File: src/hdl/sbi_pkg.sv
// Types, constants and the hit insertion function of the segment box block.
// No dependencies.
`default_nettype none

package sbi_pkg;

   localparam int NUM_FACES = 6;
   localparam int FRAC_BITS = 12;
   localparam int DIV_STAGES = 4;
   localparam int STEPS_PER_STAGE = 4;

   localparam logic [12:0] T_NONE = 13'h1001;
   localparam logic [12:0] T_ONE = 13'h1000;

   typedef struct packed {
      logic signed [15:0] start_x, start_y, start_z;
      logic signed [15:0] end_x, end_y, end_z;
      logic signed [15:0] box_min_x, box_max_x;
      logic signed [15:0] box_min_y, box_max_y;
      logic signed [15:0] box_min_z, box_max_z;
   } req_type;

   typedef struct packed {
      logic [1:0]         hit_count;
      logic signed [15:0] near_x, near_y, near_z;
      logic [2:0]         near_face;
      logic [12:0]        near_t;
      logic signed [15:0] far_x, far_y, far_z;
      logic [2:0]         far_face;
      logic [12:0]        far_t;
   } rsp_type;

   typedef struct packed {
      logic [12:0] t;
      logic [15:0] x;
      logic [15:0] y;
      logic [15:0] z;
      logic [2:0]  face;
   } hit_type;

   typedef struct packed {
      hit_type near;
      hit_type far;
   } kept_type;

   localparam hit_type HIT_NONE = '{t: T_NONE, x: '0, y: '0, z: '0, face: '0};
   localparam kept_type KEPT_NONE = '{near: HIT_NONE, far: HIT_NONE};

   function automatic kept_type insert_hit(kept_type k, logic ok, hit_type h);
      kept_type r;
      r = k;
      if (ok) begin
         if (h.t < k.near.t) begin
            r.far = k.near;
            r.near = h;
         end else if (h.t < k.far.t) begin
            r.far = h;
         end
      end
      return r;
   endfunction

endpackage

`default_nettype wire

File: src/hdl/sbi_sort.sv
// Two-stage ordered insertion of six face hits into the near/far pair,
// with the response register at its end. Depends on sbi_pkg.
`default_nettype none

module sbi_sort (
   input  logic                                    clock,
   input  logic [1:0]                              en,
   input  sbi_pkg::hit_type [sbi_pkg::NUM_FACES-1:0] hit,
   input  logic [sbi_pkg::NUM_FACES-1:0]           ok,
   output sbi_pkg::rsp_type                        rsp
);

   sbi_pkg::kept_type kept_ff;
   sbi_pkg::kept_type kept_in;
   sbi_pkg::hit_type  late_ff [3];
   logic [2:0]        late_ok_ff;
   sbi_pkg::rsp_type  rsp_ff;
   sbi_pkg::rsp_type  rsp_in;

   always_comb begin
      sbi_pkg::kept_type k;
      kept_in = sbi_pkg::KEPT_NONE;
      for (int f = 0; f < 3; f++) begin
         kept_in = sbi_pkg::insert_hit(kept_in, ok[f], hit[f]);
      end
      k = kept_ff;
      for (int f = 0; f < 3; f++) begin
         k = sbi_pkg::insert_hit(k, late_ok_ff[f], late_ff[f]);
      end
      if (k.far.t != sbi_pkg::T_NONE) begin
         rsp_in.hit_count = 2'd2;
      end else if (k.near.t != sbi_pkg::T_NONE) begin
         rsp_in.hit_count = 2'd1;
      end else begin
         rsp_in.hit_count = 2'd0;
      end
      rsp_in.near_x = k.near.x;
      rsp_in.near_y = k.near.y;
      rsp_in.near_z = k.near.z;
      rsp_in.near_face = k.near.face;
      rsp_in.near_t = k.near.t;
      rsp_in.far_x = k.far.x;
      rsp_in.far_y = k.far.y;
      rsp_in.far_z = k.far.z;
      rsp_in.far_face = k.far.face;
      rsp_in.far_t = k.far.t;
   end

   always_ff @(posedge clock) begin
      if (en[0]) begin
         kept_ff <= kept_in;
         for (int f = 0; f < 3; f++) begin
            late_ff[f] <= hit[f+3];
            late_ok_ff[f] <= ok[f+3];
         end
      end
      if (en[1]) begin
         rsp_ff <= rsp_in;
      end
   end

   assign rsp = rsp_ff;

endmodule

`default_nettype wire

File: config.mk
export PLATFORM = sky130hd
export DESIGN_NAME = sbi_sort
export DESIGN_NICKNAME = d
export VERILOG_FILES = /design/src/hdl/sbi_pkg.sv /design/src/hdl/sbi_sort.sv
export SDC_FILE = /design/constraint.sdc
export NUM_CORES = 1
export LEC_CHECK = 0
export BUFFER_PORTS_ARGS = -buffer_cell sky130_fd_sc_hd__clkbuf_2
export CAP_MARGIN = 15
export CORE_ASPECT_RATIO = 1.5
export CORE_MARGIN = 1
export CORE_UTILIZATION = 40
export DETAILED_ROUTE_END_ITERATION = 8
export PLACE_DENSITY = 0.65
export SYNTH_ARGS = -nofsm -noshare
export SYNTH_HDL_FRONTEND = slang
export SYNTH_SLANG_ARGS = --single-unit
File: constraint.sdc
create_clock -name clock -period 16.2 [get_ports clock]
set_input_delay 1.62 -clock clock [delete_from_list [all_inputs] [get_ports clock]]
set_output_delay 1.62 -clock clock [all_outputs]
set_load 0.005 [all_outputs]
# Word level (Yosys, flattened, before mapping)
# Memories as Yosys holds them, arrays and structs flattened.
# Cells that the tools add are included.
[totals]
reg_bits = 261
mem_bits_rw = 192
inputBits = 393
out_inout_bits = 130
mem_count = 1
[memory_table]
columns = ["memory", "words", "width", "rd", "rd_clocked_by_memory_dff", "write_ports", "line", "source"]
rows = [
  ["late_ff", 3, 64, 3, 0, 3, "sbi_sort.sv:15", "sbi_pkg::hit_type late_ff [3];"],
]
[op_classes]
magnitude_cmp = 11
eq_ne = 2
n_mux = 25
[ops]
columns = ["op", "count"]
rows = [
  ["$mux 64", 16],
  ["$mux 128", 6],
  ["$lt 13x13->1", 10],
  ["$ne 13x13->1 const B", 2],
  ["$lt 13x13->1 const B", 1],
  ["$mux 1", 3],
]

# Logic depth before layout (Yosys ltp)
# An unclocked memory read counts as a cell.
[depth]
depth_word = 15
mapped_depth = 39
mapped_depth_nobuf = 35

# Least setup slack after synthesis
# OpenSTA, ideal clock, no wires.
[synth_timing]
path_type = "in2reg"
from = "input hit[55] in the netlist's numbering"
to = "register kept_ff[11] in the netlist's numbering, data pin"
setup_ns = 0.278
t_arrival_ns = 7.871
path_slack_ns = 8.051
stages = 35
n_path_buf = 6
cell_sequence = "or4_1 -> o41ai_1 -> and2_1 -> clkbuf_1 -> clkbuf_1 -> nand2_1 -> ha_1 -> a21o_1 -> a21o_1 -> a21o_1 -> a21o_1 -> a21o_1 -> a21oi_1 -> o221ai_1 -> clkbuf_1 -> nor2_1 -> clkbuf_1 -> nor2_1 -> a21oi_1 -> ha_1 -> a21oi_1 -> nor2b_1 -> o21ai_0 -> nand2b_1 -> a21oi_1 -> nor2b_1 -> o21ai_0 -> nand2b_1 -> a21oi_1 -> nand3_1 -> and2_1 -> clkbuf_1 -> nand2_1 -> clkbuf_1 -> o221ai_1"
[synth_rtl]
columns = ["element", "line", "source"]
rows = [
  ["start, declared", "sbi_sort.sv:8", "input sbi_pkg::hit_type [sbi_pkg::NUM_FACES-1:0] hit,"],
  ["end signal, assigned", "sbi_sort.sv:51", "kept_ff <= kept_in;"],
  ["end, declared", "sbi_sort.sv:13", "sbi_pkg::kept_type kept_ff;"],
]

==> qor.yml <==
worst_setup_path:
  r2r_slack_ns: 5.81
  reg2reg_from: "late_ff[0][63]"
  timing.rr.end: "rsp[128]"
  path_class: "reg2reg"
  cp.arrival_ns: 10.72
  critPathMaxFanout: 55
  slowest_stage: "buf_4"
  reg2reg_depth: 32
  slowest_delay_ns: 0.82
  crit_top_cell: "a21o_1"
  endpoint_kind: "flop"
  start_kind: "flop"
  required_ns: 16.53
run:
  cap_violations: 0
cells_and_area:
  regArea_um2: 13600
  fillers: 5930
  final-instance-count-excl-fill: 3789
  multi_input_area_um2: 11000
  areaGrowthSynthToFinish_pct: 18.9
  drive_above_1_share_pct: 22.7
  nNetsFinal: 3437
route:
  drt_wl_total_um: 96300
  drtIter0Drc: 2029
  vias_per_cell: 5.96
  drc: 0
  firstDrtPassIters: 7
  wl_per_cell_um: 25.4
  postRouteAntennaNets: 0
  vias: 22600
floorplanning:
  fp.dieW_um: 208
  core-area_um2: 63200
  die_y_um: 311
  die_area_um2: 64700
  fp-row-count: 113
  io_pins: 523
  initial_core_util_pct: 40.3
clocking:
  clk_path_buf_depth: 3
  postCtsSetupRepairBufs: 0
  cts.sinks: 453
  cts_tree: "built"
  cts_hold_buffers: 0
  cts_max_level: 2
  numCtsBuffers: 46
  root_buffer: "clkbuf_16"
  cts_resized: 0
  clkTransAtPathRegs_ns: 0.07
  insertion_delay_ns: 0.60
sta:
  slew_viol_final: 0
  maxSlewHeadroom_pct: 23.1
  finalCritPeriodShare_pct: 64.1
  worstMarginPinSlew_ns: 1.15
  hold_viol: 0
  finalSetupViolCount: 0
  setup_tns_ns: 0
  max_freq_mhz: 96.3
  finClkSkew_ns: 0.0344
  min_period_ns: 10.39
  rsz0062_at_grt: "no"
placement:
  io_buffers: 522
  dp_cells: 3693
  gp_congestion: 0.964
  dp_hpwl_um: 70800
min_path:
  min_from: "late_ff[0][162]"
  min_path_type: "reg2reg"
  min_path_cells: 2
  holdPathEnd: "rsp[111]"
synth:
  syn-num-nets: 3016
  ys_types: 85
  synthTopCellsByCount: "453 x edfxtp_1, 371 x nand2_1, 298 x nor2_1, 282 x a21oi_1, 163 x o21ai_0"
  postSynth.asyncResetShare_pct: 0
  ys_top_cells_by_area: "edfxtp_1 53%, a21oi_1 5.5%, nand2_1 5.5%, ha_1 5.2%, nor2_1 4.4%"
  synth_most_common_cell: "edfxtp_1"
  syn_inst: 2517
  synth.avg_cell_area_um2: 10.1
  synth-seq-area-share_pct: 53.4
  synth_edf_count: 453
  synthFlopType: "edfxtp_1"
  synth.cell_area_um2: 25500
  synth_warnings: 0
  synth_top_cell_area_share_pct: 53.4
  synth_largest_area_cell: "edfxtp_1"
  ys_seq_elements: 453
power:
  powerDensity_nw_per_um2: 135
  power.leakage_nw: 12.5
  ir_worst_vdd_mv: 0.115
grt:
  antenna_found_initial: 20
  grt_pass1_vias: 21800
  grt_start_max_net_pins: 114
  grt-ovfl-total: 0
  grt_usage_pct: 29.2
  grt_pass1_wl_um: 141000
run_status:
  status: "completed"
[power by group]
| group | internal (mW) | total, mW | switching (mW) |
|---|---|---|---|
| clock network | 0.583 | 1.05 | 0.467 |
| registers | 1.54 | 1.65 | 0.110 |
| logic | 0.501 | 1.39 | 0.891 |
| total | 2.62 | 4.09 | 1.47 |
[metrics by stage]
stage	worst slack [ns]	util (%)	area [um^2]	hold slack (ns)	total power [mW]
2_1_floorplan	8.05	-	25500	0.511	2.48
3_3_place_gp	5.34	45.5	28700	0.531	3.02
3_5_place_dp	5.40	45.5	28800	0.529	3.04
4_1_cts	5.59	47.8	30200	0.536	4.10
5_1_grt	5.09	47.9	30300	0.570	4.29
6_report	5.81	47.9	30300	0.534	4.09
[layout by cell type, fill, tap and decap left out, drive strengths merged, types with 7 or more instances in the layout]
cell    synthesis  final
a211oi         11     11
a21o           45     45
a21oi         283    283
a221o          18     18
a221oi         39     39
a22o           37     37
a22oi          13     13
a31oi          54     54
and2            9      9
buf            43     37
clkbuf        141    573
clkinv          0     23
diode           0     10
edfxtp        453    453
ha            106    106
inv            60     61
mux2i          69     69
nand2         371    371
nand3          14     14
nand3b         12     12
nand4          25     25
nor2          302    302
nor4            7      7
o211ai         20     20
o21ai         169    169
o221ai         55     55
o22ai          78     78
[final cells by class]
cell class / instances / share of cell area (%)
sequential: 453 / 44.9
multi-input combinational: 1820 / 36.4
timing repair buffer: 557 / 9.64
clock buffer: 53 / 3.96
tap: 805 / 3.32
clock inverter: 31 / 0.905
inverter: 60 / 0.743
antenna: 10 / 0.0826
[how the worst max path moves through the flow]
stage | start | end
floorplan | hit[55] | kept_ff[11]
global placement | hit[55] | kept_ff[22]
detailed placement | hit[55] | kept_ff[22]
CTS | kept_ff[55] | rsp[128]
global route | hit[55] | kept_ff[16]
finish | late_ff[0][63] | rsp[128]
[critical path: cells and delay by family, from the launching register on]
family | cells | cell delay [ns]
simple gates | 6 | 1.39
mux | 1 | 0.47
buf+inv | 3 | 1.42
compound gates | 19 | 5.40
flops | 1 | 0.44
fa+ha+maj | 3 | 0.98
[kinds of logic after synthesis]
family	count (synthesis)	share of synthesized area [%]
buffers and inverters	244	3.83
muxes	71	2.81
adders and majority gates	106	5.21
and+or+nand+nor	772	12.5
AOI/OAI and AO/OA	870	22.2
xor gates and xnor gates	1	0.0639
DFF	453	53.4
[flip-flops by register name, indices dropped and copies added (netlist names)]
name,flops
kept_ff,128
late_ff,192
late_ok_ff,3
rsp,130
[per-layer routing]
layer,up-vias,GRT usage (%),share of wire (%)
met1,10800,37.0,40
li1,10400,-,-
met5,-,0,0.14
met4,20,13.4,4.5
met3,214,5.15,7.5
met2,1147,48.5,48
No activity file was read; power rests on OpenSTA's default activity.
