### src/hdl/sbi_pkg.sv
// Types, constants and the hit insertion function of the segment box block.
// No dependencies.
`default_nettype none

package sbi_pkg;

   localparam int NUM_FACES = 6;
   localparam int FRAC_BITS = 12;
   localparam int DIV_STAGES = 4;
   localparam int STEPS_PER_STAGE = 4;

   localparam logic [12:0] T_NONE = 13'h1001;
   localparam logic [12:0] T_ONE = 13'h1000;

   typedef struct packed {
      logic signed [15:0] start_x, start_y, start_z;
      logic signed [15:0] end_x, end_y, end_z;
      logic signed [15:0] box_min_x, box_max_x;
      logic signed [15:0] box_min_y, box_max_y;
      logic signed [15:0] box_min_z, box_max_z;
   } req_type;

   typedef struct packed {
      logic [1:0]         hit_count;
      logic signed [15:0] near_x, near_y, near_z;
      logic [2:0]         near_face;
      logic [12:0]        near_t;
      logic signed [15:0] far_x, far_y, far_z;
      logic [2:0]         far_face;
      logic [12:0]        far_t;
   } rsp_type;

   typedef struct packed {
      logic [12:0] t;
      logic [15:0] x;
      logic [15:0] y;
      logic [15:0] z;
      logic [2:0]  face;
   } hit_type;

   typedef struct packed {
      hit_type near;
      hit_type far;
   } kept_type;

   localparam hit_type HIT_NONE = '{t: T_NONE, x: '0, y: '0, z: '0, face: '0};
   localparam kept_type KEPT_NONE = '{near: HIT_NONE, far: HIT_NONE};

   function automatic kept_type insert_hit(kept_type k, logic ok, hit_type h);
      kept_type r;
      r = k;
      if (ok) begin
         if (h.t < k.near.t) begin
            r.far = k.near;
            r.near = h;
         end else if (h.t < k.far.t) begin
            r.far = h;
         end
      end
      return r;
   endfunction

endpackage

`default_nettype wire

### src/hdl/sbi_div.sv
// Pipelined restoring divider: q = floor(a * 4096 / b), four stages.
// Flags overflow when the quotient is 8192 or more. Depends on sbi_pkg.
`default_nettype none

module sbi_div (
   input  logic                                  clock,
   input  logic [sbi_pkg::DIV_STAGES-1:0]        en,
   input  logic [16:0]                           a,
   input  logic [16:0]                           b,
   output logic [12:0]                           q,
   output logic                                  ovf
);

   logic [16:0] r_ff   [sbi_pkg::DIV_STAGES];
   logic [16:0] b_ff   [sbi_pkg::DIV_STAGES];
   logic [12:0] q_ff   [sbi_pkg::DIV_STAGES];
   logic        ovf_ff [sbi_pkg::DIV_STAGES];
   logic [16:0] r_in   [sbi_pkg::DIV_STAGES];
   logic [12:0] q_in   [sbi_pkg::DIV_STAGES];
   logic        ovf_in;

   always_comb begin
      logic        ip;
      logic [17:0] r2;
      logic [16:0] r;
      logic [12:0] qa;
      ip = a >= b;
      ovf_in = {1'b0, a} >= {b, 1'b0};
      r_in[0] = ip ? a - b : a;
      q_in[0] = {12'b0, ip};
      for (int s = 1; s < sbi_pkg::DIV_STAGES; s++) begin
         r = r_ff[s-1];
         qa = q_ff[s-1];
         for (int k = 0; k < sbi_pkg::STEPS_PER_STAGE; k++) begin
            r2 = {r, 1'b0};
            if (r2 >= {1'b0, b_ff[s-1]}) begin
               r = 17'(r2 - {1'b0, b_ff[s-1]});
               qa = {qa[11:0], 1'b1};
            end else begin
               r = r2[16:0];
               qa = {qa[11:0], 1'b0};
            end
         end
         r_in[s] = r;
         q_in[s] = qa;
      end
   end

   always_ff @(posedge clock) begin
      if (en[0]) begin
         r_ff[0] <= r_in[0];
         q_ff[0] <= q_in[0];
         b_ff[0] <= b;
         ovf_ff[0] <= ovf_in;
      end
      for (int s = 1; s < sbi_pkg::DIV_STAGES; s++) begin
         if (en[s]) begin
            r_ff[s] <= r_in[s];
            q_ff[s] <= q_in[s];
            b_ff[s] <= b_ff[s-1];
            ovf_ff[s] <= ovf_ff[s-1];
         end
      end
   end

   assign q = q_ff[sbi_pkg::DIV_STAGES-1];
   assign ovf = ovf_ff[sbi_pkg::DIV_STAGES-1];

endmodule

`default_nettype wire

### config.mk
export PLATFORM = sky130hd
export DESIGN_NAME = sbi_div
export DESIGN_NICKNAME = d
export VERILOG_FILES = /design/src/hdl/sbi_pkg.sv /design/src/hdl/sbi_div.sv
export SDC_FILE = /design/constraint.sdc
export NUM_CORES = 1
export LEC_CHECK = 0
export ABC_AREA = 1
export BUFFER_PORTS_ARGS = -buffer_cell sky130_fd_sc_hd__buf_2
export CORE_ASPECT_RATIO = 1.2
export CORE_MARGIN = 1.5
export CORE_UTILIZATION = 59
export DETAILED_ROUTE_END_ITERATION = 16
export GPL_ROUTABILITY_DRIVEN = 0
export GPL_TIMING_DRIVEN = 1
export PLACE_DENSITY = 0.79
export SLEW_MARGIN = 10
export SYNTH_ARGS = -nofsm -noshare
export SYNTH_HDL_FRONTEND = slang
export SYNTH_SLANG_ARGS = --single-unit
### constraint.sdc
create_clock -name clock -period 6.6 [get_ports clock]
set_input_delay 0.33 -clock clock [delete_from_list [all_inputs] [get_ports clock]]
set_output_delay 0.33 -clock clock [all_outputs]
set_load 0.1 [all_outputs]
==> results.toml, run 1 <==
[outcome]
status = "aborted with a tool error"
stop_stage = "global routing (5_1_grt)"
tool.error = "[ERROR GRT-0116] Global routing finished with congestion. Check the congestion regions in the DRC Viewer."

[yosys]
yosysTopAreaCellShare_pct = 24.5
yosysWarnings = 0
syn_area_mm2 = 0.0164
yosys.area.top_type = "edfxtp_1"
synth_edf_count = 134
synthArstFlopShare_pct = 0
synth-seq-cells = 134
yosysSeqAreaShare_pct = 24.5
synth_cell_type_count = 55
syn-num-nets = 2552
ys.flop_type = "edfxtp_1"
postSynthAreaPerCell_um2 = 7.19
synth_area_leaders = "edfxtp_1 25%, ha_1 17%, nand2_1 14%"
syn_inst = 2282

[placement]
placed_area_mm2 = 0.0214
pre_cts_slack_ps = -761
dpl.cell_count = 3196
hpwl_um = 43100
io_buffers = 52

[grt]
grt_max_degree = 45
overflow = 18
grt_pass1_vias = 26500
grt_use_total_pct = 73.3
grt_pass1_wl_um = 159000

[floorplanning]
die_w_um = 155
rows = 66
initial_utilization_pct = 60.2
dieHeight_um = 186
ioPinCount = 53

[clock_network]
cts_buffers = 17
htreeDepth = 4
cts.sinks = 134
cts_hold_buf = 0
clockBufferDepth = 2
clk_root_buffer_cell = "clkbuf_16"
==> metrics by stage <==
stage / setup TNS (ps) / util (%)
floorplan: -3420 / -
CTS: -9090 / 89.6
detailed placement: -22110 / 78.5
global placement: -12020 / 78.5
==> synth_stat cells, types with 9 or more instances <==
cell type	number
o21ai_0	142
nor2_1	126
a31oi_1	17
ha_1	227
nor3_1	17
clkbuf_1	9
o21ai_1	34
inv_1	266
a21oi_1	214
nand3_1	90
edfxtp_1	134
a21o_1	22
buf_6	9
nand2_1	633
nand2_2	15
nand4_1	24
o21bai_1	25
xor2_1	96
inv_2	12
xnor2_1	71
==> kinds of logic after synthesis <==
logic type	share of synthesized area, %
AND/OR/NAND/NOR	24.4
AO/OA/AOI/OAI	16.6
buffers and inverters	7.69
adder cells (fa/ha/maj)	17.8
XOR/XNOR	8.91
flip-flops	24.5
==> per-layer routing <==
metal / GRT overflow / GRT usage [%]
met3: 0 / 55.8
met4: 6 / 79.5
met2: 11 / 93.5
met1: 0 / 69.4
met5: 1 / 26.1
==> repair_timing <==
action,in CTS
cloned,13
setup endpoints to repair,37
setup buffers,106
pin swaps,150
resized for setup,381
==> inputs of run 2 (changes only) <==
Settings changed: CORE_ASPECT_RATIO 1.2 to not set, CORE_UTILIZATION 59 to 40, PLACE_DENSITY 0.79 to not set, PLACE_DENSITY_LB_ADDON set to 0.15.
Clock period 6.6 ns to 8.6 ns, I/O delays scaled along.
==> run 2 against run 1 <==
  * The flow now finishes without violations
  * Synthesized area unchanged
  * Synthesized cell count unchanged
==> results.toml, run 2 <==
[sta]
clock.fmax_ghz = 0.127
worstMarginPinSlew_ps = 1140
period_share_pct = 91.9
fin_skew_ps = 9.11
slew_headroom_pct = 24.1
rsz0062_at_grt = "no"
layout_min_cycle_time_ps = 7900
finalSetupViolCount = 0
slew_violations = 0
finalHoldViolCount = 0
fin_setup_tns_ps = 0

[placement]
io_buffers = 52
hpwl_um = 38300

[grt]
grt_use_total_pct = 22.6
grt_pass1_wl_um = 74900
grt_max_degree = 45
antenna_found_initial = 0
grt_pass1_vias = 14600
overflow = 0

[layout]
multi_input_area_mm2 = 0.0112
final_cell_mix = "633 x nand2_1, 255 x inv_1, 226 x ha_1"
nets = 2625
largestRegisters = "b_ff (51), r_ff (51), q_ff (28)"
final_common_cell = "nand2_1"
final_layout_size_suffix_gt1_share_pct = 8.45
nFillCells = 4151
antenna_cells = 0
seqCellArea_mm2 = 0.00402
area_growth_pct = 10.4

[clock_network]
clk_pin_slew_ps = 70
clk_root_buffer_cell = "clkbuf_16"
cts_tree = "done"
cts.sinks = 134
clk_latency_ps = 440
cts_hold_buf = 0
cts_buffers = 17
clockBufferDepth = 2
htreeDepth = 4

[detailed_routing]
remaining_drc_errors = 0
wirelength_um = 46700
vias_per_cell = 5.24
vias = 15200
drt_iter0_markers = 937
wl_per_cell_um = 16.1
ant_nets = 0
drt-pass1-iter-count = 5
wl_met1_um = 21200
dr.max_layer_used = "met4"
dr_wl_met3_um = 2090
wl_met2_um = 22200

[worst_setup_path]
crit_path_max_fanout = 18
crit_type = "flop to flop"
critPathMostFrequentCell = "nand2_1"
worst_ep_required_time_ps = 8790
arrival_ps = 8090
rr_worst_depth = 54
rr_startpoint = "b_ff[0][1]$_DFFE_PP_"
cp-start-kind = "flop"
slowest_stage = "edfxtp_1"
endpoint_kind = "flop"
reg2reg_to = "r_ff[1][11]$_DFFE_PP_"
reg2reg_slack_ps = 700
max_stage_delay_ps = 420

[floorplanning]
rows = 74
initial_utilization_pct = 40.4
ioPinCount = 53
die_area_mm2 = 0.0422
coreArea_mm2 = 0.0406
die_w_um = 206
dieHeight_um = 206

[yosys]
postSynthAreaPerCell_um2 = 7.19
ys.flop_type = "edfxtp_1"
yosys.area.top_type = "edfxtp_1"
synth-seq-cells = 134
syn_inst = 2282
syn-num-nets = 2552
synth_cell_type_count = 55
yosysTopAreaCellShare_pct = 24.5
synth_most_common_cell = "nand2_1"
synth_edf_count = 134
yosysWarnings = 0
synth_area_leaders = "edfxtp_1 25%, ha_1 17%, nand2_1 14%"
yosysSeqAreaShare_pct = 24.5
syn_area_mm2 = 0.0164
yosys-top-cells-count = "633 x nand2_1, 266 x inv_1, 227 x ha_1"
synthArstFlopShare_pct = 0

[outcome]
status = "finished, final reports clean"

[hold_path]
worst_hold_path_type = "input pin to flop"
hold_path_end = "b_ff[0][14]$_DFFE_PP_"
hp-start = "b[14]"
min_delay_path_depth = 1

[job]
cap_violations = 0
## run 2: cell counts after synthesis
Identical to the previous run, type by type.
## run 2: final cells by class
cell class | instances | area share (%)
inverters | 280 | 5.96
multi-input cells | 1838 | 61.7
well taps | 532 | 3.67
flip-flops and latches | 134 | 22.2
repair buffers | 84 | 3.04
clock inverters | 15 | 1.12
clock buffers | 17 | 2.35
## run 2: repair_timing
action,in CTS,in global routing
setup buffers,2,10
endpoints found under the setup margin,18,37
pin swaps,1,3
resized for setup,7,40
## run 2: metal layers
layer	vias to the layer above	track usage, %
li1	7873	-
met1	6875	29.1
met2	378	39.3
met3	66	2.69
met4	0	6.65
met5	-	0
## run 2: critical path: cells and delay by family, from the launching register on
kind / cells / cell delay, ps
flops: 1 / 420
simple gates: 30 / 2890
compound gates: 12 / 2070
buf+inv: 7 / 710
fa+ha+maj: 5 / 1510
## run 2: cell families (layout without fill, tap and decap cells)
| family | count (synthesis) | count (layout) | share of synthesized area (%) |
|---|---|---|---|
| buffers and inverters | 310 | 396 | 7.69 |
| flip-flops | 134 | 134 | 24.5 |
| AND/OR/NAND/NOR | 948 | 948 | 24.4 |
| adder cells (fa/ha/maj) | 231 | 231 | 17.8 |
| AO/OA/AOI/OAI | 492 | 492 | 16.6 |
| XOR/XNOR | 167 | 167 | 8.91 |
## run 2: worst max path at each step
stage	cells past startpoint	slack [ps]	start	end
floorplan	62	1420	b_ff[1][0]$_DFFE_PP_	r_ff[2][13]$_DFFE_PP_
global placement	49	-300	b_ff[0][13]$_DFFE_PP_	r_ff[1][14]$_DFFE_PP_
detailed placement	49	-450	b_ff[0][13]$_DFFE_PP_	r_ff[1][14]$_DFFE_PP_
CTS	51	60	b_ff[0][13]$_DFFE_PP_	r_ff[1][14]$_DFFE_PP_
global route	55	7	b_ff[1][5]$_DFFE_PP_	r_ff[2][15]$_DFFE_PP_
finish	54	700	b_ff[0][1]$_DFFE_PP_	r_ff[1][11]$_DFFE_PP_
## run 2: per-stage QoR
stage                     instance area (um^2)  worst slack (ps)  std cells  hold WS [ps]  util (%)
after floorplan                          16400              1420       2282           400         -
after global placement                   17300              -302       2856           402      42.5
after detailed placement                 17300              -447       2856           405      42.5
after CTS                                18000              56.4       2890           157      44.2
after global routing                     18100              7.23       2900           164      44.6
final                                    18100               696       2900           180      44.6
Power of run 2 is not shown: default switching activity piles up to over one toggle a cycle in this logic, so the estimate is an artifact.
==> inputs of run 3 (changes only) <==
Settings changed: ABC_AREA 1 to not set.
==> run 3 against run 2 <==
  * The run now ends with negative setup slack left
  * Core utilization increased by 19 points
  * Die area decreased by 3.8%
  * Non-clock buffer count increased by 664
  * Clock-buffer cell count unchanged
  * Maximum frequency decreased by 12%
  * Worst setup slack got worse by 1000 ps
  * Highest routed layer unchanged
==> results.toml, run 3 <==
[outcome]
status = "complete, but fails checks"
failed_checks = "negative setup slack"

[sta]
fin_setup_tns_ps = -4450
layout_min_cycle_time_ps = 8940
fin_skew_ps = 17.8
slew_headroom_pct = 31.3
worst_slack_ps = -336
clock.fmax_ghz = 0.112
slew_violations = 0
finalSetupViolCount = 29
finalHoldViolCount = 0
period_share_pct = 104
rsz0062_at_grt = "yes"
worstMarginPinSlew_ps = 1020

[clock_network]
clk_pin_slew_ps = 70
cts.sinks = 134
clockBufferDepth = 2
cts_tree = "done"
clk_root_buffer_cell = "clkbuf_16"
clk_latency_ps = 450
cts_hold_buf = 0
cts_buffers = 17
htreeDepth = 4

[yosys]
yosysSeqAreaShare_pct = 25.5
synthArstFlopShare_pct = 0
postSynthAreaPerCell_um2 = 8.88
synth_edf_count = 134
yosys-top-cells-count = "227 x ha_1, 158 x a21oi_1, 134 x edfxtp_1"
synth_cell_type_count = 77
yosysTopAreaCellShare_pct = 25.5
synth-seq-cells = 134
syn-num-nets = 2046
syn_inst = 1776
synth_area_leaders = "edfxtp_1 26%, ha_1 18%, mux2_2 6.3%"
syn_area_mm2 = 0.0158
yosys.area.top_type = "edfxtp_1"
synth_most_common_cell = "ha_1"
yosysWarnings = 0
ys.flop_type = "edfxtp_1"

[detailed_routing]
drt_iter0_markers = 732
vias = 16100
vias_per_cell = 5.29
remaining_drc_errors = 0
drt-pass1-iter-count = 5
wirelength_um = 52700
ant_nets = 0
wl_per_cell_um = 17.3

[layout]
final_cells = 3049
nFillCells = 3220
final_common_cell = "buf_4"
final_layout_size_suffix_gt1_share_pct = 45.8
nets = 2788
final_cell_mix = "667 x buf_4, 172 x ha_1, 134 x edfxtp_1"
area_growth_pct = 55.3
largestRegisters = "b_ff (51), r_ff (51), q_ff (28)"
antenna_cells = 0

[hold_path]
worst_hold_path_type = "input pin to flop"
hp-start = "b[14]"

[worst_setup_path]
slowest_stage = "or4b_4"
cp-start-kind = "flop"
max_stage_delay_ps = 510
crit_path_max_fanout = 7
worst_ep_required_time_ps = 8790
critPathMostFrequentCell = "a21oi_2"
timing.critical_path.from = "r_ff[1][9]$_DFFE_PP_"
rr_startpoint = "r_ff[1][9]$_DFFE_PP_"
endpoint_kind = "flop"
arrival_ps = 9130
crit_type = "flop to flop"

[placement]
dpl.cell_count = 2913
io_buffers = 52
hpwl_um = 41200
pre_cts_slack_ps = -919

[grt]
grt_pass1_wl_um = 82000
antenna_found_initial = 0
grt_pass1_vias = 16200
overflow = 0
grt_max_degree = 45
grt_use_total_pct = 25.4

[floorplanning]
ioPinCount = 53
coreArea_mm2 = 0.0388
die_area_mm2 = 0.0406
dieHeight_um = 202
die_w_um = 202
initial_utilization_pct = 40.6
rows = 72

[job]
cap_violations = 0
run 3: metrics by stage:
| step | util [%] | hold slack (ps) | instance area [um^2] |
|---|---|---|---|
| floorplan | - | 400 | 16300 |
| global placement | 55.3 | 403 | 21500 |
| detailed placement | 55.3 | 405 | 21500 |
| CTS | 60.5 | 150 | 23500 |
| global route | 63.1 | 154 | 24500 |
| finish | 63.1 | 172 | 24500 |
run 3: worst max-delay path: cells and delay by family (launching register included):
kind / cells / cell delay, ps
AOI/OAI and AO/OA: 19 / 3290
xor gates and xnor gates: 1 / 140
adders and majority gates: 4 / 910
buffers and inverters: 6 / 770
DFF: 1 / 450
muxes: 1 / 200
and+or+nand+nor: 15 / 2860
run 3: layout make-up:
class	count	area (um^2)	share of cell area [%]
Multi-Input combinational cell	1487	13000	53.1
Timing Repair Buffer	748	5680	23.2
Sequential cell	134	4020	16.4
Tap cell	518	648	2.65
Inverter	129	507	2.07
Clock buffer	17	425	1.74
Clock inverter	15	208	0.848
Timing Repair inverter	1	6.26	0.0255
run 3: path summary, 6_finish.rpt:
check | end | slack, ps | cells after the start
worst max-delay path | r_ff[2][14]$_DFFE_PP_ | -340 | 46
worst min register to register | q_ff[3][9]$_DFFE_PP_ | 410 | 0
worst max register to register | r_ff[2][14]$_DFFE_PP_ | -340 | 46
worst min-delay path | b_ff[0][14]$_DFFE_PP_ | 170 | 1
run 3: kinds of logic after synthesis:
family                   after synthesis  synth area share [%]
AO/OA/AOI/OAI                        550                  22.4
XOR/XNOR                             169                  9.38
adder cells (fa/ha/maj)              231                  18.5
buffers and inverters                157                  3.87
flip-flops                           134                  25.5
multiplexers                         103                  7.45
AND/OR/NAND/NOR                      432                  12.8
run 3: routing by layer:
layer  vias up  wire length, um  track usage, %
li1       8087                -               -
met1      7680            23300            30.9
met2       269            26700            46.6
met3        80             1370            2.64
met4         0             1350            7.81
met5         -                0               0
run 3: timing repair:
item,CTS,global route
gates resized for setup,188,141
gates cloned,7,0
hold endpoints to repair,0,0
endpoints found under the setup margin,37,37
pin swaps,78,82
setup buffers,59,44
Power of run 3 is left out for the same reason.
==> inputs of run 4 (changes only) <==
Settings changed: ABC_CLOCK_PERIOD_IN_PS set to 8600, GPL_ROUTABILITY_DRIVEN 0 to not set, SETUP_SLACK_MARGIN set to 0.4.
==> run 4 against run 3 <==
  * The flow still finishes with violations (negative setup slack)
  * Final cell count down 0.95%
  * Sequential cell count unchanged
  * Clock skew about the same
  * Cell area down 0.82%
  * Maximum frequency up 1.3%
  * Wire length down 0.63%
  * Via count about the same
  * Critical path depth down 4
  * Hold slack better by 7.7 ps
  * Clock-buffer cell count unchanged
  * Critical path type unchanged
  * Critical endpoint unchanged
==> results.toml, run 4 (synthesized netlist as in run 3, its figures left out) <==
[outcome]
status = "complete, but fails checks"
failed_checks = "negative setup slack"

[worst_setup_path]
crit_path_max_fanout = 9
critPathTopFamily = "compound AO/OA/AOI/OAI gates"
arrival_ps = 8990
crit_buf_inv = 6
critPathMostFrequentCell = "a21oi_2"
cp-start-kind = "flop"
slowest_stage = "or4b_4"
crit_type = "flop to flop"
worst_ep_required_time_ps = 8770
max_stage_delay_ps = 500
endpoint_kind = "flop"

[layout]
nets = 2761
final_cell_mix = "631 x buf_4, 167 x ha_1, 134 x edfxtp_1"
final_layout_size_suffix_gt1_share_pct = 44.5
largestRegisters = "b_ff (51), r_ff (51), q_ff (28)"
area_growth_pct = 54.0
antenna_cells = 0
nFillCells = 3250
final_common_cell = "buf_4"

[grt]
grt_max_degree = 45
grt_use_total_pct = 25.3
overflow = 0
grt_pass1_vias = 16000
grt_pass1_wl_um = 81500
antenna_found_initial = 0

[sta]
finalHoldViolCount = 0
layout_min_cycle_time_ps = 8820
slew_headroom_pct = 30.7
period_share_pct = 103
hold_slack_ps = 180
fin_skew_ps = 17.6
clock.fmax_ghz = 0.113
finalSetupViolCount = 37
worstMarginPinSlew_ps = 1040
slew_violations = 0
worst_slack_ps = -221
rsz0062_at_grt = "yes"

[detailed_routing]
vias = 16100
wirelength_um = 52400
vias_per_cell = 5.34
ant_nets = 0
drt-pass1-iter-count = 5
remaining_drc_errors = 0
wl_per_cell_um = 17.4
drt_iter0_markers = 705

[floorplanning]
dieHeight_um = 202
rows = 72
initial_utilization_pct = 40.6
coreArea_mm2 = 0.0388
ioPinCount = 53
die_w_um = 202
die_area_mm2 = 0.0406

[job]
cap_violations = 0

[clock_network]
clk_root_buffer_cell = "clkbuf_16"
clk_latency_ps = 440
htreeDepth = 4
cts.sinks = 134
clockBufferDepth = 2
clk_pin_slew_ps = 70
cts_buffers = 17
cts_tree = "done"

[placement]
io_buffers = 52
gp_congestion = 0.901
hpwl_um = 41500

[hold_path]
worst_hold_path_type = "input pin to flop"
## run 4: cell type report
cell class	instances	area (um^2)	share of cell area, %
clock inverter	13	146	0.602
timing repair inverter	1	8.76	0.0360
timing repair buffer	721	5510	22.7
sequential	134	4020	16.6
inverter	129	509	2.10
tap	518	648	2.67
clock buffer	17	425	1.75
multi-input combinational	1487	13000	53.6
## run 4: timing repair
item / in CTS / in global routing
pin swaps: 108 / 102
endpoints found under the setup margin: 37 / 37
buffers inserted: 80 / 39
hold buffers: 0 / 0
cloned: 6 / 0
resized for setup: 221 / 107
## run 4: metrics by stage
step	util [%]	setup WS [ps]	TNS, ps	std cells	instance area [um^2]
after floorplan	-	-461	-9260	1776	16400
after global placement	54.6	-400	-12400	2865	21200
final	62.6	-221	-4950	3020	24300
after global routing	62.6	-704	-20880	3020	24300
after CTS	60.4	-212	-1940	2981	23400
after detailed placement	54.6	-625	-18120	2865	21200
## run 4: final timing paths
| path | start | endpoint | slack, ps | cells past startpoint |
|---|---|---|---|---|
| min reg2reg | q_ff[1][2]$_DFFE_PP_ | q_ff[2][6]$_DFFE_PP_ | 420 | 0 |
| max reg2reg | r_ff[1][9]$_DFFE_PP_ | r_ff[2][14]$_DFFE_PP_ | -220 | 42 |
| max | r_ff[1][9]$_DFFE_PP_ | r_ff[2][14]$_DFFE_PP_ | -220 | 42 |
| min | b[15] | b_ff[0][15]$_DFFE_PP_ | 180 | 1 |
## run 4: metal layers
metal	vias to the layer above	global-route usage (%)	part of all wire, %
li1	8040	-	-
met1	7684	30.4	43
met2	301	46.0	51
met3	93	3.06	3.3
met4	0	9.01	3.1
met5	-	0	0
Power of run 4 is left out for the same reason.
